<file path="src/design/cgm_pkg.sv">
`timescale 1ns / 1ps
package cgm_pkg;

  // Operand and accumulator formats: Q1.15 operands, Q18.30 accumulators
  localparam int OPW     = 16;
  localparam int ACCW    = 48;
  localparam int FRAC    = OPW - 1;
  localparam int PROD_W  = 2 * OPW;
  localparam int CPROD_W = PROD_W + 1;
  localparam int APROD_W = ACCW + OPW;
  localparam int ADIFF_W = APROD_W + 1;
  localparam int SCALE_W = ADIFF_W - FRAC;
  localparam int SUM_W   = SCALE_W + 1;
  localparam int TILE_N  = 8;
  localparam int CIDX_W  = 3;

  // Command queue depth, a power of two so the pointers wrap on their own
  localparam int QDEPTH  = 4;
  localparam int QPTR_W  = $clog2(QDEPTH);

  // Configuration register indexes
  localparam int REG_IDX_W = 1;
  localparam logic [REG_IDX_W-1:0] REG_ALPHA_RE = 1'b0;
  localparam logic [REG_IDX_W-1:0] REG_ALPHA_IM = 1'b1;

  // Operation codes of an input request
  localparam logic OP_KSTEP  = 1'b0;
  localparam logic OP_LOAD_C = 1'b1;

  typedef logic signed [OPW-1:0]  opnd_t;
  typedef logic signed [ACCW-1:0] acc_t;

  localparam opnd_t ALPHA_RE_RST = opnd_t'(32767);
  localparam opnd_t ALPHA_IM_RST = opnd_t'(0);

  typedef struct packed {
    logic                operation;
    opnd_t               a_row0_re;
    opnd_t               a_row0_im;
    opnd_t               a_row1_re;
    opnd_t               a_row1_im;
    opnd_t               b_col0_re;
    opnd_t               b_col0_im;
    opnd_t               b_col1_re;
    opnd_t               b_col1_im;
    logic                last_step;
    logic [CIDX_W-1:0]   c_index;
    acc_t                c_value;
  } in_item_t;

  typedef struct packed {
    acc_t c_r0c0_re;
    acc_t c_r0c0_im;
    acc_t c_r1c0_re;
    acc_t c_r1c0_im;
    acc_t c_r0c1_re;
    acc_t c_r0c1_im;
    acc_t c_r1c1_re;
    acc_t c_r1c1_im;
  } out_item_t;

  typedef enum logic [1:0] {
    CMD_LOAD      = 2'd0,
    CMD_STEP      = 2'd1,
    CMD_STEP_LAST = 2'd2
  } cmd_kind_t;

  // One classified request: a[] is {row0 re, row0 im, row1 re, row1 im}, b[] likewise by column
  typedef struct packed {
    cmd_kind_t           kind;
    opnd_t [3:0]         a;
    opnd_t [3:0]         b;
    logic [CIDX_W-1:0]   c_index;
    acc_t                c_value;
  } cmd_t;

  typedef struct packed {
    opnd_t re;
    opnd_t im;
  } alpha_t;

  // Clamp a widened sum to the accumulator range
  function automatic acc_t sat_acc(input logic signed [SUM_W-1:0] x);
    logic all_zero;
    logic all_one;
    all_zero = ~|x[SUM_W-1:ACCW-1];
    all_one  = &x[SUM_W-1:ACCW-1];
    if (all_zero || all_one) begin
      sat_acc = x[ACCW-1:0];
    end else if (x[SUM_W-1]) begin
      sat_acc = {1'b1, {(ACCW-1){1'b0}}};
    end else begin
      sat_acc = {1'b0, {(ACCW-1){1'b1}}};
    end
  endfunction

endpackage

</file>
<file path="src/design/cgm_if.sv">
`timescale 1ns / 1ps
interface cgm_in_if;
  logic                 valid;
  logic                 ready;
  cgm_pkg::in_item_t    data;
  modport source (output valid, output data, input ready);
  modport sink   (input valid, input data, output ready);
endinterface


</file>
<file path="src/design/cgm_front.sv">
`timescale 1ns / 1ps
module cgm_front (
  input  logic                             clk,
  input  logic                             rst,
  cgm_in_if.sink                           operand,
  input  logic                             cfg_we,
  input  logic [cgm_pkg::REG_IDX_W-1:0]    cfg_index,
  input  logic [cgm_pkg::OPW-1:0]          cfg_data,
  input  logic                             q_full,
  output logic                             push,
  output cgm_pkg::cmd_t                    push_cmd,
  output cgm_pkg::alpha_t                  alpha
);

  // Take a request whenever the queue has room
  assign operand.ready = !q_full;
  assign push          = operand.valid && !q_full;

  // Classify the request and pack its operands
  always_comb begin
    if (operand.data.operation == cgm_pkg::OP_LOAD_C) begin
      push_cmd.kind = cgm_pkg::CMD_LOAD;
    end else if (operand.data.last_step) begin
      push_cmd.kind = cgm_pkg::CMD_STEP_LAST;
    end else begin
      push_cmd.kind = cgm_pkg::CMD_STEP;
    end
    push_cmd.a[0]    = operand.data.a_row0_re;
    push_cmd.a[1]    = operand.data.a_row0_im;
    push_cmd.a[2]    = operand.data.a_row1_re;
    push_cmd.a[3]    = operand.data.a_row1_im;
    push_cmd.b[0]    = operand.data.b_col0_re;
    push_cmd.b[1]    = operand.data.b_col0_im;
    push_cmd.b[2]    = operand.data.b_col1_re;
    push_cmd.b[3]    = operand.data.b_col1_im;
    push_cmd.c_index = operand.data.c_index;
    push_cmd.c_value = operand.data.c_value;
  end

  // Hold the alpha scale registers
  always_ff @(posedge clk) begin
    if (rst) begin
      alpha.re <= cgm_pkg::ALPHA_RE_RST;
      alpha.im <= cgm_pkg::ALPHA_IM_RST;
    end else if (cfg_we) begin
      unique case (cfg_index)
        cgm_pkg::REG_ALPHA_RE: alpha.re <= cfg_data;
        cgm_pkg::REG_ALPHA_IM: alpha.im <= cfg_data;
        default: ;
      endcase
    end
  end

endmodule

</file>
<file path="src/flat_wrapper.sv">
// flat-port wrapper written by rule: the top's interface ports become plain ports
module cgm_front_flat 
  (clk, rst, cfg_we, cfg_index, cfg_data, q_full, push, push_cmd, alpha, operand_valid, operand_data, operand_ready);
  cgm_in_if operand_i ();
  input  logic clk;
  input  logic rst;
  input  logic cfg_we;
  input  logic [cgm_pkg::REG_IDX_W-1:0] cfg_index;
  input  logic [cgm_pkg::OPW-1:0] cfg_data;
  input  logic q_full;
  output logic push;
  output cgm_pkg::cmd_t push_cmd;
  output cgm_pkg::alpha_t alpha;
  input wire logic [$bits(operand_i.valid)-1:0] operand_valid;
  input wire logic [$bits(operand_i.data)-1:0] operand_data;
  output wire logic [$bits(operand_i.ready)-1:0] operand_ready;
  assign operand_i.valid = operand_valid;
  assign operand_i.data = operand_data;
  assign operand_ready = operand_i.ready;
  cgm_front u_core (.clk(clk), .rst(rst), .operand(operand_i), .cfg_we(cfg_we), .cfg_index(cfg_index), .cfg_data(cfg_data), .q_full(q_full), .push(push), .push_cmd(push_cmd), .alpha(alpha));
endmodule
</file>
<file path="config.mk">
export PLATFORM = sky130hd
export DESIGN_NAME = cgm_front_flat
export DESIGN_NICKNAME = d
export VERILOG_FILES = /design/src/design/cgm_pkg.sv /design/src/design/cgm_if.sv /design/src/design/cgm_front.sv /design/src/flat_wrapper.sv
export SDC_FILE = /design/constraint.sdc
export NUM_CORES = 1
export LEC_CHECK = 0
export ABC_AREA = 1
export BUFFER_PORTS_ARGS = -buffer_cell sky130_fd_sc_hd__buf_2
export CAP_MARGIN = 15
export CORE_AREA = 2 2 161 163
export CTS_BUF_LIST = sky130_fd_sc_hd__clkbuf_2
export DETAILED_ROUTE_END_ITERATION = 12
export DIE_AREA = 0 0 163 165
export PLACE_DENSITY = 0.38
export SLEW_MARGIN = 15
export SYNTH_ARGS = -nofsm -noshare
export SYNTH_HDL_FRONTEND = slang
export SYNTH_SLANG_ARGS = --single-unit
</file>
<file path="constraint.sdc">
create_clock -name clk -period 1.68 [get_ports clk]
set_input_delay 0.336 -clock clk [delete_from_list [all_inputs] [get_ports clk]]
set_output_delay 0.336 -clock clk [all_outputs]
set_load 0.005 [all_outputs]
</file>
==> After elaboration in Yosys (flattened, before gate mapping) <==
Index checks and enable logic that the tools add are counted.
{ "classes": {"add_sub_neg": 0, "multipliers": 0, "div": 0, "n_lt_le_gt_ge": 0, "eq_ne": 0, "shifts": 0, "n_mux": 2, "bitwise": 1, "n_reduce_logical": 4} }
{ "ops": {"columns": ["cell", "count"], "rows": [
  ["two-way mux 2 bit", 2],
  ["AND reduction 2 bit", 2],
  ["logical AND 1 bit", 1],
  ["logical NOT 1 bit", 1],
  ["inverter 1 bit", 1]
]} }
{ "word_totals": {"reg_bits": 32, "latch_bits": 0, "ram_bits": 0, "mem_bits_ro": 0, "inputBits": 203, "output_inout_bits": 215, "memories": 0} }

==> Longest topological paths before layout <==
Gate-level depths: netlist of run 1.
{ "logic_depth": {"ltp_word": 2, "mapped_depth": 6, "ltp_nobuf": 4} }

==> Worst setup path before layout of run 1 <==
OpenSTA, ideal clock, no wires.
{ "synth_path": {"path_type": "input-to-reg", "startpoint": "input cfg_index", "endpoint": "register u_core.alpha[21] (netlist name)", "setup_ns": 0.123, "arrival_time_ns": 0.831, "required_ns": 1.557, "setup_slack_ns": 0.726, "path_stages": 6, "cell_sequence": "buf_6 -> inv_4 -> nand2_4 -> buf_6 -> nand2_1 -> nand3_1"} }
{ "synth_via": {"elab_chain_len": 2} }
{ "synth_rtl": {"columns": ["element", "line", "source"], "rows": [
  ["start, declared", "flat_wrapper.sv:8", "input logic [cgm_pkg::REG_IDX_W-1:0] cfg_index;"],
  ["inverter 1 bit (no source line)", null, null],
  ["AND reduction 2 bit (no source line)", null, null]
]} }
No other way between the ends.
A chain may end at the register's enable or synchronous reset.

==> Worst setup path in the final report of run 1 <==
{ "layout_path": {"startpoint": "register u_core.alpha[20] (netlist name)", "endpoint": "output alpha[20] in the netlist's numbering"} }
{ "layout_rtl": {"columns": ["element", "line", "source"], "rows": [
  ["end, declared", "flat_wrapper.sv:13", "output cgm_pkg::alpha_t alpha;"]
]} }
No word-level cell between the ends.

==> results of run 1 <==
[path summary, 6_finish.rpt]
kind | end | start | slack (ns) | depth (start not counted)
max | alpha[20] | u_core.alpha[20] | 0.44 | 1
min | u_core.alpha[12] | cfg_data[12] | 0.20 | 3
max reg2reg | u_core.alpha[0] | u_core.alpha[0] | 1.06 | 2
min reg2reg | u_core.alpha[26] | u_core.alpha[26] | 0.47 | 2
[layout make-up]
cell class,count,area [um2]
repair buffers,62,330
well taps,330,413
diodes,3,7.51
clock inverters,3,13.8
multi-input cells,102,478
clock buffers,5,25.0
flip-flops and latches,32,641
fillers,2959,23100
inverters,6,25.0
[kinds of logic (layout without fill, tap and decap cells)]
kind of cell           Yosys count  count (layout)
buffers and inverters          197              76
and+or+nand+nor                 85              85
DFF                             32              32
AOI/OAI and AO/OA               17              17
other                            0               3
[routing by layer]
layer,vias to the layer above,share of wire,global-route usage
met5,-,0.0015,0
met4,2,0.13,0.0837
met2,134,0.42,0.0863
met1,579,0.25,0.0446
li1,626,-,-
met3,114,0.20,0.0547
[report_power, final]
part | switching, mW | internal [mW]
clock | 0.285 | 0.0932
sequential | 0.0224 | 0.803
combinational | 0.140 | 0.0935
[synth_stat cells]
cell type,number
buf_4,182
inv_1,4
nand3_1,47
nand2_1,32
buf_2,3
buf_1,1
a21oi_1,17
nor2_1,4
nand2_4,2
dfxtp_1,32
inv_2,1
inv_4,1
buf_6,5
==> impl_metrics.env, run 1 <==
export IMPL_status="finished clean"
export IMPL_preCtsSetupSlack_ns=0.476
export IMPL_p_total_mw=1.44
export IMPL_critPathSlowestCell="dfxtp_1"
export IMPL_critPathMaxFanout=2
export IMPL_setup_viol=0
export IMPL_cp_data_required_time_ns=1.34
export IMPL_dieArea_um2=26900
export IMPL_avgRoutedWirePerCell_um=16.2
export IMPL_drtIter0Drc=27
export IMPL_synth_compound_area_frac=0.0329
export IMPL_clockBufferDepth=2
export IMPL_place_inst=532
export IMPL_rows=58
export IMPL_synthToLayoutAreaGrowth_pct=-25.2
export IMPL_critical_path_top_delay_family="flip-flops"
export IMPL_critPathKind="register to primary output"
export IMPL_netlist_area_leader_share=0.529
export IMPL_skew_ns=0
export IMPL_synth_nets=534
export IMPL_grt_pass1_vias=1493
export IMPL_layout_drive_gt1_share=0.348
export IMPL_finalHoldViolCount=0
export IMPL_cts_root_buf="clkbuf_2"
export IMPL_cts_hold_buffers=0
export IMPL_cts_setup_buffers=0
export IMPL_drc=0
export IMPL_htree_num_levels=2
export IMPL_wl_um=8810
export IMPL_synth_top_area_cell="buf_4"
export IMPL_final_core_util=0.0772
export IMPL_netlist_top_cells_area="buf_4 (53%), dfxtp_1 (25%), nand3_1 (9.1%), nand2_1 (4.6%), a21oi_1 (3.3%)"
export IMPL_grt_antenna_before_repair=4
export IMPL_cpPeakStageDelay_ns=0.39
export IMPL_synth_avg_cell_area_um2=7.81
export IMPL_final_cells=543
export IMPL_num_io_pins=418
export IMPL_place_area_um2=1890
export IMPL_regMostFlops="u_core.alpha"
export IMPL_clk_latency_ns=0.38
export IMPL_reg_top3="u_core.alpha (32)"
export IMPL_synth_fa_ha_area_frac=0
export IMPL_slew_headroom=0.755
export IMPL_ctsResizeCount=0
export IMPL_finalCritPeriodShare=0.739
export IMPL_period_minus_slack_ns=1.24
export IMPL_leakagePower_nw=0.775
export IMPL_final_common_cell="buf_2"
export IMPL_hold_path_class="input pin to register"
export IMPL_dp_hpwl_um=7470
export IMPL_synth_top_family_by_area="buffers and inverters"
export IMPL_cts_tree="yes"
export IMPL_synth_area_mux_share=0
export IMPL_firstDrtPassIters=4
export IMPL_yosysUniqueCellTypes=13
export IMPL_yosysSeqAreaShare=0.248
export IMPL_nets=412
export IMPL_synth_warnings=0
export IMPL_hold_ws_ns=0.199
export IMPL_place_congestion=0.663
export IMPL_setup_tns_ns=0
export IMPL_cp_buffers_inverters=1
export IMPL_syn_area_um2=2580
export IMPL_portBuffers=59
export IMPL_core_um2=25000
export IMPL_grt_first_pass_wirelength_um=11400
export IMPL_cp_start_kind="register"
export IMPL_crit_arrival_ns=0.90
export IMPL_grt_total_usage=0.0622
export IMPL_cts_sinks=32
export IMPL_fin_area_um2=1930
export IMPL_ys_ff_latch=32
export IMPL_fin_ws_ns=0.439
export IMPL_tightest_slew_ns=0.367
export IMPL_powerDensity_nw_per_um2=743
export IMPL_yosys_area_share_simple=0.152
export IMPL_rsz0062_at_grt="false"
export IMPL_die_y_um=165
export IMPL_gr_total_overflow=0
export IMPL_grt_max_degree=21
export IMPL_start_util=0.103
export IMPL_clk_pin_slew_ns=0.18
export IMPL_final_cell_mix="buf_2 (59), nand3_1 (47), nand2_1 (32), dfxtp_1 (32), a21oi_1 (17)"
export IMPL_vias=1455
export IMPL_die_x_um=163
export IMPL_ir_drop_mv=0.161
export IMPL_largest_register_ffs=32
export IMPL_worstPathCellList="buf_2"
export IMPL_synthXorXnorAreaFrac=0
export IMPL_antenna_left=0
export IMPL_max_cap_viol_count=0
export IMPL_max_freq_mhz=806
export IMPL_syn_inst=331
export IMPL_drv_slew=0
export IMPL_cts_buffers=5
export IMPL_via_per_inst=2.68
export IMPL_cp_end_kind="primary output"
(Power assumes the default switching activity.)
==> inputs of run 2 (changes only) <==
Settings changed: CORE_AREA 2 2 161 163 to 2 2 164 166, DIE_AREA 0 0 163 165 to 0 0 166 168, PLACE_DENSITY 0.38 to 0.37.
Clock period 1.68 ns to 1.3 ns, I/O delays scaled along.
==> run 2 against run 1 <==
  * Clock skew is the same
  * Utilization is 0.28 points lower
  * Final area is 1.5% higher
  * Register-to-register slack got worse by 0.39 ns
  * Wire length is 11% lower
  * Sequential power rose by 30%
  * Via count rose by 1.4%
  * Critical endpoint is now alpha[31]
  * Largest cell class unchanged
==> impl_metrics.env, run 2 (synthesized netlist as in run 1, its figures left out) <==
export IMPL_max_cap_viol_count=0
export IMPL_critical_path_top_delay_family="flip-flops"
export IMPL_fin_ws_ns=0.151
export IMPL_dp_hpwl_um=6460
export IMPL_avgRoutedWirePerCell_um=14.1
export IMPL_num_io_pins=418
export IMPL_place_inst=545
export IMPL_grt_antenna_before_repair=3
export IMPL_clk_pin_slew_ns=0.18
export IMPL_critPathKind="register to primary output"
export IMPL_p_total_mw=1.87
export IMPL_cp_start_kind="register"
export IMPL_slew_headroom=0.792
export IMPL_fillers=3093
export IMPL_grt_first_pass_wirelength_um=10600
export IMPL_grt_total_usage=0.0534
export IMPL_htree_num_levels=2
export IMPL_cts_sinks=32
export IMPL_leakagePower_nw=0.785
export IMPL_drv_slew=0
export IMPL_core_um2=26400
export IMPL_final_cells=556
export IMPL_ctsResizeCount=0
export IMPL_grt_max_degree=20
export IMPL_cp_end_kind="primary output"
export IMPL_cp_buffers_inverters=1
export IMPL_reg2regPathDepth=2
export IMPL_cts_buffers=5
export IMPL_r2r_end="u_core.alpha[10]"
export IMPL_setup_tns_ns=0
export IMPL_reg_top3="u_core.alpha (32)"
export IMPL_place_congestion=0.701
export IMPL_final_cell_mix="buf_2 (59), nand3_1 (47), nand2_1 (32), dfxtp_1 (32), a21oi_1 (17)"
export IMPL_clockBufferDepth=2
export IMPL_crit_arrival_ns=0.89
export IMPL_p_int_mw=1.31
export IMPL_portBuffers=59
export IMPL_preCtsSetupSlack_ns=0.230
export IMPL_worstPathCellList="buf_2"
export IMPL_p_sw_mw=0.567
export IMPL_max_freq_mhz=870
export IMPL_wl_um=7860
export IMPL_grt_pass1_vias=1555
export IMPL_r2r_start="u_core.alpha[10]"
export IMPL_powerDensity_nw_per_um2=955
export IMPL_cts_tree="yes"
export IMPL_switching_share=0.303
export IMPL_tightest_slew_ns=0.311
export IMPL_finalCritPeriodShare=0.884
export IMPL_clk_latency_ns=0.37
export IMPL_critPathSlowestCell="dfxtp_1"
export IMPL_clkPwrFrac=0.269
export IMPL_combPwrFrac=0.162
export IMPL_firstDrtPassIters=4
export IMPL_critPathMaxFanout=2
export IMPL_via_per_inst=2.65
export IMPL_antenna_left=0
export IMPL_synthToLayoutAreaGrowth_pct=-24.1
export IMPL_min_path_cells=3
export IMPL_largest_register_ffs=32
export IMPL_drc=0
export IMPL_final_common_cell="buf_2"
export IMPL_start_util=0.0981
export IMPL_drtIter0Drc=60
export IMPL_vias=1476
export IMPL_hp_start="cfg_data[7]"
export IMPL_cts_root_buf="clkbuf_2"
export IMPL_gr_total_overflow=0
export IMPL_seqPwrFrac=0.569
export IMPL_rsz0062_at_grt="false"
export IMPL_layout_drive_gt1_share=0.354
export IMPL_reg2reg_slack_ns=0.67
export IMPL_rows=60
export IMPL_setup_viol=0
export IMPL_die_x_um=166
export IMPL_ir_drop_mv=0.208
export IMPL_cp_data_required_time_ns=1.04
export IMPL_hold_path_class="input pin to register"
export IMPL_status="finished clean"
export IMPL_cts_hold_buffers=0
export IMPL_die_y_um=168
export IMPL_skew_ns=0
export IMPL_period_minus_slack_ns=1.15
export IMPL_min_to="u_core.alpha[7]"
export IMPL_cts_setup_buffers=0
export IMPL_nets=414
export IMPL_cpPeakStageDelay_ns=0.40
export IMPL_dieArea_um2=27900
export IMPL_regMostFlops="u_core.alpha"
export IMPL_finalHoldViolCount=0
## run 2: cell count changes in the layout (fill, tap and decap cells not counted), sizes merged
cell and delta:
buf +2, clkbuf +2, clkinv -2
## run 2: power by group through the flow
stage          Clock [mW]  Combinational [mW]  Sequential [mW]
2_1_floorplan           0               0.598             1.09
3_3_place_gp            0               0.319             1.09
3_5_place_dp            0               0.316             1.09
4_1_cts             0.575               0.317             1.07
5_1_grt             0.603               0.344             1.08
6_report            0.504               0.304             1.07
## run 2: cell type report
class                      count  area (um2)  area share
multi-input combinational    102         478       0.244
tap                          341         427       0.217
clock inverter                 1        3.75     0.00191
inverter                       6        25.0      0.0128
antenna                        3        7.51     0.00383
timing repair buffer          64         345       0.176
sequential                    32         641       0.327
clock buffer                   7        35.0      0.0179
## run 2: metrics by stage
stage | utilization | instance area (um2) | hold slack [ns]
CTS | 0.0742 | 1950 | 0.0647
global route | 0.0743 | 1960 | 0.0665
finish | 0.0745 | 1960 | 0.131
global placement | 0.0727 | 1920 | 0.442
floorplan | - | 2580 | 0.412
detailed placement | 0.0727 | 1920 | 0.445
## run 2: worst max-delay path by stage
stage | startpoint | slack (ns) | cells after the start | to
2_1_floorplan | cfg_index | 0.42 | 6 | u_core.alpha[21]
3_3_place_gp | cfg_we | 0.21 | 4 | u_core.alpha[0]
3_5_place_dp | cfg_we | 0.23 | 4 | u_core.alpha[0]
4_1_cts | u_core.alpha[14] | 0.07 | 1 | alpha[14]
5_1_grt | u_core.alpha[14] | 0.03 | 1 | alpha[14]
6_report | u_core.alpha[31] | 0.15 | 1 | alpha[31]
## run 2: worst register-to-register path, stage by stage (launching register included)
cell and delay (ns):
dfxtp_1 0.38, nand2_1 0.06, a21oi_1 0.14
## run 2: per-layer routing
layer,vias to the layer above,track usage,wire length (um)
met3,112,0.0320,1170
met4,0,0.0775,981
met5,-,0,0
li1,628,-,-
met2,135,0.0743,3310
met1,601,0.0452,2400
