## config.mk

```make
export PLATFORM = sky130hd
export DESIGN_NAME = cgm_cmd_queue
export DESIGN_NICKNAME = d
export VERILOG_FILES = /design/src/design/cgm_pkg.sv /design/src/design/cgm_cmd_queue.sv
export SDC_FILE = /design/constraint.sdc
export NUM_CORES = 1
export LEC_CHECK = 0
export BUFFER_PORTS_ARGS = -buffer_cell sky130_fd_sc_hd__buf_2
export CAP_MARGIN = 15
export CORE_MARGIN = 2
export CORE_UTILIZATION = 51
export CTS_BUF_LIST = sky130_fd_sc_hd__clkbuf_16
export DETAILED_ROUTE_END_ITERATION = 6
export GPL_TIMING_DRIVEN = 0
export PLACE_DENSITY_LB_ADDON = 0.05
export SLEW_MARGIN = 20
export SYNTH_ARGS = -nofsm -noshare
export SYNTH_HDL_FRONTEND = slang
export SYNTH_SLANG_ARGS = --single-unit
```

## constraint.sdc

```tcl
create_clock -name clk -period 5.2 [get_ports clk]
set_input_delay 0 -clock clk [delete_from_list [all_inputs] [get_ports clk]]
set_output_delay 0 -clock clk [all_outputs]
set_load 0.01 [all_outputs]
```

## src/design/cgm_pkg.sv

```systemverilog
`timescale 1ns / 1ps
package cgm_pkg;

  // Operand and accumulator formats: Q1.15 operands, Q18.30 accumulators
  localparam int OPW     = 16;
  localparam int ACCW    = 48;
  localparam int FRAC    = OPW - 1;
  localparam int PROD_W  = 2 * OPW;
  localparam int CPROD_W = PROD_W + 1;
  localparam int APROD_W = ACCW + OPW;
  localparam int ADIFF_W = APROD_W + 1;
  localparam int SCALE_W = ADIFF_W - FRAC;
  localparam int SUM_W   = SCALE_W + 1;
  localparam int TILE_N  = 8;
  localparam int CIDX_W  = 3;

  // Command queue depth, a power of two so the pointers wrap on their own
  localparam int QDEPTH  = 4;
  localparam int QPTR_W  = $clog2(QDEPTH);

  // Configuration register indexes
  localparam int REG_IDX_W = 1;
  localparam logic [REG_IDX_W-1:0] REG_ALPHA_RE = 1'b0;
  localparam logic [REG_IDX_W-1:0] REG_ALPHA_IM = 1'b1;

  // Operation codes of an input request
  localparam logic OP_KSTEP  = 1'b0;
  localparam logic OP_LOAD_C = 1'b1;

  typedef logic signed [OPW-1:0]  opnd_t;
  typedef logic signed [ACCW-1:0] acc_t;

  localparam opnd_t ALPHA_RE_RST = opnd_t'(32767);
  localparam opnd_t ALPHA_IM_RST = opnd_t'(0);

  typedef struct packed {
    logic                operation;
    opnd_t               a_row0_re;
    opnd_t               a_row0_im;
    opnd_t               a_row1_re;
    opnd_t               a_row1_im;
    opnd_t               b_col0_re;
    opnd_t               b_col0_im;
    opnd_t               b_col1_re;
    opnd_t               b_col1_im;
    logic                last_step;
    logic [CIDX_W-1:0]   c_index;
    acc_t                c_value;
  } in_item_t;

  typedef struct packed {
    acc_t c_r0c0_re;
    acc_t c_r0c0_im;
    acc_t c_r1c0_re;
    acc_t c_r1c0_im;
    acc_t c_r0c1_re;
    acc_t c_r0c1_im;
    acc_t c_r1c1_re;
    acc_t c_r1c1_im;
  } out_item_t;

  typedef enum logic [1:0] {
    CMD_LOAD      = 2'd0,
    CMD_STEP      = 2'd1,
    CMD_STEP_LAST = 2'd2
  } cmd_kind_t;

  // One classified request: a[] is {row0 re, row0 im, row1 re, row1 im}, b[] likewise by column
  typedef struct packed {
    cmd_kind_t           kind;
    opnd_t [3:0]         a;
    opnd_t [3:0]         b;
    logic [CIDX_W-1:0]   c_index;
    acc_t                c_value;
  } cmd_t;

  typedef struct packed {
    opnd_t re;
    opnd_t im;
  } alpha_t;

  // Clamp a widened sum to the accumulator range
  function automatic acc_t sat_acc(input logic signed [SUM_W-1:0] x);
    logic all_zero;
    logic all_one;
    all_zero = ~|x[SUM_W-1:ACCW-1];
    all_one  = &x[SUM_W-1:ACCW-1];
    if (all_zero || all_one) begin
      sat_acc = x[ACCW-1:0];
    end else if (x[SUM_W-1]) begin
      sat_acc = {1'b1, {(ACCW-1){1'b0}}};
    end else begin
      sat_acc = {1'b0, {(ACCW-1){1'b1}}};
    end
  endfunction

endpackage

```

## src/design/cgm_cmd_queue.sv

```systemverilog
`timescale 1ns / 1ps
module cgm_cmd_queue (
  input  logic            clk,
  input  logic            rst,
  input  logic            push,
  input  cgm_pkg::cmd_t   push_cmd,
  output logic            full,
  input  logic            pop,
  output cgm_pkg::cmd_t   head,
  output logic            empty
);

  cgm_pkg::cmd_t                 slots [cgm_pkg::QDEPTH];
  logic [cgm_pkg::QPTR_W-1:0]    wr_ptr;
  logic [cgm_pkg::QPTR_W-1:0]    rd_ptr;
  logic [cgm_pkg::QPTR_W:0]      count;

  assign full  = count == (cgm_pkg::QPTR_W+1)'(cgm_pkg::QDEPTH);
  assign empty = count == '0;
  assign head  = slots[rd_ptr];

  // Advance pointers and fill count
  always_ff @(posedge clk) begin
    if (rst) begin
      wr_ptr <= '0;
      rd_ptr <= '0;
      count  <= '0;
    end else begin
      if (push) wr_ptr <= wr_ptr + 1'b1;
      if (pop)  rd_ptr <= rd_ptr + 1'b1;
      if (push && !pop) begin
        count <= count + 1'b1;
      end else if (pop && !push) begin
        count <= count - 1'b1;
      end
    end
  end

  // Store the pushed request
  always_ff @(posedge clk) begin
    if (push) slots[wr_ptr] <= push_cmd;
  end

  a_no_overflow: assert property (@(posedge clk) disable iff (rst) push |-> !full)
    else $error("command queue pushed while full");
  a_no_underflow: assert property (@(posedge clk) disable iff (rst) pop |-> !empty)
    else $error("command queue popped while empty");
  a_count_up: assert property (@(posedge clk) disable iff (rst)
    (push && !pop) |=> count == $past(count) + 1'b1)
    else $error("command queue count did not advance on push");

endmodule

```

---- After elaboration in Yosys (flattened, before gate mapping) ----
Memories as Yosys holds them, arrays and structs flattened. A register that Yosys moved wholly into a read port is not among the register bits.
Index checks and enable logic that the tools add are counted.
storage, ports and cells
  flip-flop bits (word level) ............. 7
  logic and storage cells ................. 21
  input bits .............................. 185
  memories ................................ 1
  bits in writable memories ............... 724
memories
  name   depth  width  rd ports  clocked after Yosys merged registers in  wr ports  RTL line             text
  slots  4      181    1         1                                        1         cgm_cmd_queue.sv:13  cgm_pkg::cmd_t slots [cgm_pkg::QDEPTH];
cells by class
  add/sub/neg operators ................... 4
  reduce and logical (&&, ||, !) cells .... 6
  multiplexer cells ....................... 6
  equal/unequal tests ..................... 1
operators with widths
  cell                                               number
  2-to-1 mux 3 bit                                   2
  adder 2 x 1 -> 2 bit (second input constant)       2
  2-to-1 mux 2 bit                                   2
  adder 3 x 1 -> 3 bit (second input constant)       1
  == test 3 bit (second input constant)              1
  zero test 3 bit                                    1
  subtractor 3 x 1 -> 3 bit (second input constant)  1
  logical AND 1 bit                                  2
  zero test 1 bit                                    2
  2-to-1 mux 1 bit                                   2
  nonzero test 2 bit                                 1

---- Logic depth before layout (Yosys ltp) ----
Gate-level depths: netlist of the first run.
  depth after elaboration ................. 4
  gate-level depth with buffers ........... 7
  mapped depth without buffers ............ 7

---- Worst setup path before layout of the first run ----
No wires, ideal clock.
  kind .................................... register -> register
  from .................................... register wr_ptr[0] (netlist name)
  to ...................................... memory slots[0][0] (netlist name) (enable)
  data arrival time ....................... 4.666 ns
  slack ................................... -0.029 ns
  data required time ...................... 4.638 ns
  stages on the path, launching flop included .. 4
  library setup time ...................... 0.562 ns
  path through ............................ dfxtp_1 -> inv_1 -> ha_1 -> and2_1
RTL lines
  item                      RTL line             text
  start: declaration        cgm_cmd_queue.sv:14  logic [cgm_pkg::QPTR_W-1:0] wr_ptr;
  start signal: assignment  cgm_cmd_queue.sv:29  if (push) wr_ptr <= wr_ptr + 1'b1;
  end: declaration          cgm_cmd_queue.sv:13
Straight into the memory's write port.

==> out/qor.csv, run 1 <==
stage;metric;value;unit
grt;total global routing overflow;0;
yosys;cell area after synthesis;26510;sq um
sta;fmax;398.5;MHz
yosys;syn nets;1180;
layout;proportion of layout cells with a drive suffix above 1;41.03;%
layout;Design Area, Final;33740;sq um
clock_tree;clk root buf;clkbuf_16;
setup_path;CP bufs+invs;4;
sta;relative slew slack;49.79;%
power_and_ir_drop;clock network power share;37.3;%
grt;vias in the first global route;13412;
power_and_ir_drop;sequential share of power;52.0;%
min_path;Hold Path Stages;2;
power_and_ir_drop;PD cells;390.6;nW/um^2
setup_path;RR Endpoint;slots[2][139]$_DFFE_PP_;
grt;GR Util All Layers;20.42;%
min_path;worst hold path type;input pin to flop;
min_path;hold path startpoint;push_cmd[177];
setup_path;crit path max fanout;10;
power_and_ir_drop;Comb pwr share;10.8;%
floorplanning;Chip Width;232.0;microns
power_and_ir_drop;Max VDD drop;0.0004573;V
yosys;Gate Count Post-Synth;989;
sta;RSZ-0062 raised after global routing;no;
yosys;share of the synthesized area in the top cell type;82.02;%
layout;area delta synth->final;27.27;%
yosys;Synth async-reset ratio;0;%
route;Post-DRT Antenna Nets;0;
clock_tree;CTS tree;done;
sta;setup violators final;0;
setup_path;CP peak stage delay;0.40;ns
floorplanning;Die ar.;53820;sq um
yosys;Primary FF master, synth;edfxtp_1;
sta;worst setup margin;2.690;ns
floorplanning;core area;51300;sq um
sta;period utilization;48.26;%
floorplanning;I/O pins;368;
clock_tree;Skew-Pair Late Insertion Delay;0.59;ns
route;routed vias;12630;
yosys;sequential area share after synthesis;82.70;%
route;vias per cell;5.329;
clock_tree;CTS sink count;733;
place;GP Congestion;0.6991;
setup_path;Crit Path Category;flop to output port;
setup_path;Crit path arrival time;2.51;ns
grt;antenna violations before repair;9;
setup_path;most frequent CP cell;buf_2;
yosys;Distinct cells, synth;22;
sta;Setup TNS;0;ns
route;DR pass1 iterations;5;
setup_path;Critical Path RT;5.20;ns
grt;first-pass GRT wire length;80280;microns
grt;largest net degree at the start of global routing;45;
sta;Worst-Margin Slew;0.7531;ns
setup_path;cells on worst reg2reg path;6;
clock_tree;Clk pin slew, worst setup/hold paths;0.06;ns
power_and_ir_drop;Sw Ratio;21.58;%
floorplanning;Starting Density;51.67;%
route;wire per inst;22.75;microns
setup_path;worst reg2reg setup slack;2.79;ns
floorplanning;Chip Height;232.0;microns
sta;Final Hold Viols;0;
setup_path;critical path cell sequence;buf_2, buf_2, buf_2, mux4_2, buf_2;
layout;Layout Nets;1823;
flow_run;max_cap viols;0;
yosys;Synth area leaders;edfxtp_1 82%, mux4_2 15%, dfxtp_1 0.68%;
setup_path;critical path's top delay family;buffers and inverters;
place;DP Wirelength;33800;microns
yosys;Syn Area/Cell;26.80;sq um
power_and_ir_drop;Internal;10.33;mW
min_path;WHS Endpoint;slots[3][177]$_DFFE_PP_;
route;Final Routed Wirelength;53930;microns
power_and_ir_drop;P_leak;11.60;nW
route;Initial DRC Count;714;
yosys;most frequent cells after synthesis;724 x edfxtp_1, 181 x mux4_2, 20 x buf_2, 11 x buf_6, 9 x dfxtp_1;
setup_path;worst r2r src;wr_ptr[0]$_SDFFE_PP0P_;
setup_path;Critical-path top delay cell;buf_2;
floorplanning;row count;83;
clock_tree;H-tree levels;3;
sta;Setup Skew;0.01364;ns
clock_tree;cts bufs inserted;74;
place;worst slack at placement;2.714;ns
yosys;EDFF count, synth;724;
yosys;warnings from Yosys;0;
clock_tree;Setup Fix Bufs, Post-CTS;0;
setup_path;Setup crit end kind;output port;
yosys;synthesized flop and latch total;733;
power_and_ir_drop;Psw;2.844;mW
clock_tree;Max clock buf depth;3;
yosys;most used standard cell by instance count after synthesis;edfxtp_1;
place;Port Buf Inserts;366;
run_status;status;finished clean;
place;DP Area;29610;sq um
setup_path;Critical Path Start Type;flop;
sta;Final Critical Period;2.510;ns
route;DRC viols;0;
yosys;area leader, netlist;edfxtp_1;
sta;Slew Viols, Final;0;
[routing by layer]
metal  share of wire [%]  vias to the layer above  global-route usage, %  wire [microns]
li1                    -                     5600                      -               -
met1                  40                     6596                  26.61           21420
met2                  51                      340                  33.24           27290
met3                 7.4                       86                  6.790            3991
met4                 2.2                        8                  5.669            1168
met5               0.089                        -                      0              48
[worst register-to-register path, cell delays in order (launching register included)]
cell     delay (ns)
dfxtp_1        0.35
inv_1          0.09
ha_1           0.14
and2_4         0.61
buf_16         0.32
buf_16         0.29
buf_12         0.26
[worst max-delay path by stage]
stage,cells past startpoint,slack (ns),from,endpoint
after floorplan,3,2.00,wr_ptr[0]$_SDFFE_PP0P_,slots[2][0]$_DFFE_PP_
after detailed placement,6,2.71,wr_ptr[0]$_SDFFE_PP0P_,slots[2][137]$_DFFE_PP_
after global placement,3,0.13,wr_ptr[0]$_SDFFE_PP0P_,slots[0][136]$_DFFE_PP_
after CTS,5,2.56,flop,head[110]
after global routing,5,2.54,flop,head[115]
final,5,2.69,flop,head[115]
[layout make-up]
class	instances	area [sq um]
timing repair buffer	567	4094
buffer	41	265.3
fill	3477	17570
tap	680	850.8
multi-input combinational	211	4317
clock buffer	79	1977
inverter	4	15.01
sequential	733	21920
clock inverter	49	281.5
antenna	6	15.01
[cells by family (layout without fill, tap and decap cells)]
| kind of cell | after synthesis | in the layout | share of synthesized area, % |
|---|---|---|---|
| XOR/XNOR | 5 | 5 | 0.1652 |
| other | 0 | 6 | 0 |
| AO/OA/AOI/OAI | 2 | 2 | 0.03772 |
| AND/OR/NAND/NOR | 15 | 15 | 0.2785 |
| multiplexers | 183 | 183 | 15.45 |
| flip-flops | 733 | 733 | 82.70 |
| buffers and inverters | 45 | 740 | 1.057 |
| adder cells (fa/ha/maj) | 6 | 6 | 0.3115 |
[state kept, by name (all words and copies together), names as in the netlist, named ones only]
signal,cells
count,3
slots,724
wr_ptr,2
rd_ptr,2
[timing repair]
action	in CTS	in global routing
hold buffers	185	0
endpoints found under the hold margin	733	0
gates resized for setup	0	0
[through the flow]
| stage | utilization (%) | hold WS (ns) | power, mW | instances |
|---|---|---|---|---|
| after floorplan | - | 0.09887 | 7.707 | 989 |
| after global placement | 56.91 | 0.2115 | 8.279 | 2035 |
| after detailed placement | 57.72 | 0.2169 | 8.306 | 2051 |
| after CTS | 65.73 | 0.1116 | 13.35 | 2364 |
| after global routing | 65.76 | 0.1337 | 13.65 | 2369 |
| final | 65.76 | 0.1557 | 13.18 | 2370 |
[power by group through the flow]
stage	clock [mW]	combinational (mW)	sequential [mW]
5_1_grt	5.25	1.54	6.87
6_report	4.91	1.42	6.85
3_3_place_gp	0	1.27	7.01
2_1_floorplan	0	0.730	6.98
4_1_cts	5.05	1.46	6.85
3_5_place_dp	0	1.33	6.97
[cells in the final DEF (no fill, tap or decap)]
cell | Yosys | layout
clkinvlp_4 | 0 | 1
edfxtp_1 | 724 | 724
clkbuf_16 | 0 | 79
buf_4 | 1 | 1
bufinv_16 | 0 | 3
ha_1 | 5 | 5
diode_2 | 0 | 6
dfxtp_1 | 9 | 9
xor2_1 | 3 | 3
buf_12 | 0 | 4
inv_6 | 0 | 1
or3_1 | 1 | 1
clkbuf_1 | 2 | 2
clkinv_1 | 0 | 17
buf_16 | 0 | 12
nand2_1 | 1 | 1
mux4_2 | 181 | 181
nor2_1 | 7 | 7
and2_4 | 0 | 4
buf_2 | 20 | 386
dlygate4sd3_1 | 0 | 185
clkinv_2 | 0 | 8
mux2i_1 | 2 | 2
buf_6 | 11 | 11
buf_1 | 7 | 7
xnor2_1 | 2 | 2
nor3_1 | 1 | 1
o21ai_0 | 1 | 1
a21oi_1 | 1 | 1
inv_1 | 4 | 23
fa_1 | 1 | 1
nor3b_1 | 1 | 1
(Power assumes the default switching activity.)
==> run 2: changes to the inputs <==
==> constraint.sdc (replaced) <==
create_clock -name clk -period 2.5 [get_ports clk]
set_input_delay 0 -clock clk [delete_from_list [all_inputs] [get_ports clk]]
set_output_delay 0 -clock clk [all_outputs]
set_load 0.01 [all_outputs]
==> out/qor.csv, run 2 (same netlist as run 1, synthesis figures left out) <==
stage;metric;value;unit
run_status;status;finished clean;
route;wire per inst;22.81;microns
layout;commonest non-fill, non-tap cell in the layout;edfxtp_1;
clock_tree;Skew-Pair Late Insertion Delay;0.59;ns
layout;Core Util, Final;65.77;%
power_and_ir_drop;clock network power share;37.1;%
clock_tree;cts bufs inserted;76;
route;vias per cell;5.296;
floorplanning;I/O pins;368;
layout;proportion of layout cells with a drive suffix above 1;41.15;%
clock_tree;H-tree levels;3;
flow_run;max_cap viols;0;
floorplanning;Chip Height;232.0;microns
clock_tree;CTS tree;done;
layout;largest registers;slots: 724 flops, count: 3 flops;
layout;most frequent cells in the layout;724 x edfxtp_1, 384 x buf_2, 185 x dlygate4sd3_1;
setup_path;crit path max fanout;10;
sta;Setup Skew;0.01258;ns
power_and_ir_drop;sequential share of power;52.1;%
floorplanning;core area;51300;sq um
setup_path;Crit path arrival time;2.29;ns
floorplanning;Die ar.;53820;sq um
floorplanning;Starting Density;51.67;%
place;DP Area;29630;sq um
layout;non-filler cells, final;2371;
power_and_ir_drop;PD cells;810.7;nW/um^2
setup_path;Critical Path RT;2.50;ns
sta;RSZ-0062 raised after global routing;no;
layout;area delta synth->final;27.28;%
grt;total global routing overflow;0;
sta;period utilization;91.59;%
clock_tree;Clk pin slew, worst setup/hold paths;0.06;ns
floorplanning;row count;83;
route;routed vias;12556;
setup_path;Critical Path Start Type;flop;
floorplanning;Chip Width;232.0;microns
layout;sequential cell area;21920;sq um
place;GP Congestion;0.7142;
grt;first-pass GRT wire length;80900;microns
clock_tree;Setup Fix Bufs, Post-CTS;0;
power_and_ir_drop;Max VDD drop;0.0005935;V
power_and_ir_drop;Internal;21.41;mW
sta;Final Critical Period;2.290;ns
layout;# fillers;3500;
layout;max FFs per register;724;
layout;Layout Nets;1828;
route;Final Routed Wirelength;54080;microns
grt;largest net degree at the start of global routing;46;
sta;relative slew slack;51.22;%
sta;worst setup margin;0.2103;ns
place;placed cells;2054;
sta;fmax;436.7;MHz
clock_tree;CTS sink count;733;
min_path;worst hold path type;input pin to flop;
setup_path;Setup crit end kind;output port;
sta;Slew Viols, Final;0;
power_and_ir_drop;Comb pwr share;10.8;%
layout;Design Area, Final;33740;sq um
power_and_ir_drop;Sw Ratio;21.72;%
route;DR pass1 iterations;5;
place;DP Wirelength;33540;microns
route;Post-DRT Antenna Nets;0;
place;worst slack at placement;0.2881;ns
grt;antenna violations before repair;6;
clock_tree;Max clock buf depth;3;
layout;area of the multi-input gates;4317;sq um
place;Port Buf Inserts;366;
clock_tree;clk root buf;clkbuf_16;
power_and_ir_drop;Psw;5.942;mW
route;DRC viols;0;
grt;GR Util All Layers;20.41;%
sta;Final Hold Viols;0;
grt;vias in the first global route;13282;
sta;setup violators final;0;
power_and_ir_drop;P_leak;11.60;nW
sta;Worst-Margin Slew;0.7317;ns
layout;Reg with most FFs;slots;
setup_path;Crit Path Category;flop to output port;
setup_path;worst reg2reg setup slack;0.35;ns
route;Initial DRC Count;779;
[run 2: cell types whose count changed in the layout (fill, tap and decap cells not counted)]
cell / delta
inv_6: -1
clkinv_1: -3
buf_2: -2
inv_1: +1
bufinv_16: -2
diode_2: +1
buf_4: +2
clkbuf_16: +2
buf_16: -5
buf_12: +8
[run 2: worst paths after layout]
| path | from | to | cells past startpoint |
|---|---|---|---|
| setup / recovery | flop | head[124] | 5 |
| setup reg to reg | wr_ptr[0]$_SDFFE_PP0P_ | slots[2][53]$_DFFE_PP_ | 5 |
| hold / removal | push_cmd[151] | slots[2][151]$_DFFE_PP_ | 2 |
| hold reg to reg | count[2]$_SDFFE_PP0P_ | count[2]$_SDFFE_PP0P_ | 2 |
[run 2: routing by layer]
| metal | up-vias | global-route usage (%) | wire [microns] |
|---|---|---|---|
| met2 | 326 | 32.06 | 26620 |
| met1 | 6550 | 28.58 | 22990 |
| met3 | 65 | 5.501 | 3638 |
| met5 | - | 0 | 13 |
| li1 | 5613 | - | - |
| met4 | 2 | 5.789 | 814 |
[run 2: worst max-delay path, cell delays in order, from the launching register on]
cell and delay [ns]:
dfxtp_1 0.32, buf_6 0.19, buf_6 0.24, buf_6 0.23, mux4_2 0.55, buf_2 0.16
[run 2: area by class of cell]
class	instances	share of cell area (%)
inverter	4	0.04450
multi-input combinational	211	12.79
clock buffer	81	6.008
antenna	7	0.05192
sequential	733	64.97
clock inverter	44	0.6082
buffer	41	0.8010
tap	680	2.522
timing repair buffer	570	12.20
[run 2: stage by stage]
| step | hold slack [ns] | TNS (ns) | total power [mW] |
|---|---|---|---|
| global route | 0.1353 | 0 | 28.41 |
| CTS | 0.1083 | 0 | 27.71 |
| global placement | 0.2116 | -604.26 | 17.19 |
| floorplan | 0.09887 | 0 | 16.01 |
| detailed placement | 0.2159 | 0 | 17.28 |
| finish | 0.1552 | 0 | 27.35 |
[run 2: what timing repair did]
item,4_1_cts,5_1_grt
hold buffers,185,0
resized for setup,2,0
endpoints found under the hold margin,733,0
endpoints found under the setup margin,95,0
[run 2: power by group through the flow]
stage,registers (mW),clock network (mW),logic (mW)
detailed placement,14.5,0,2.78
finish,14.2,10.2,2.96
CTS,14.2,10.4,3.04
global placement,14.5,0,2.66
global route,14.3,10.9,3.19
floorplan,14.5,0,1.52
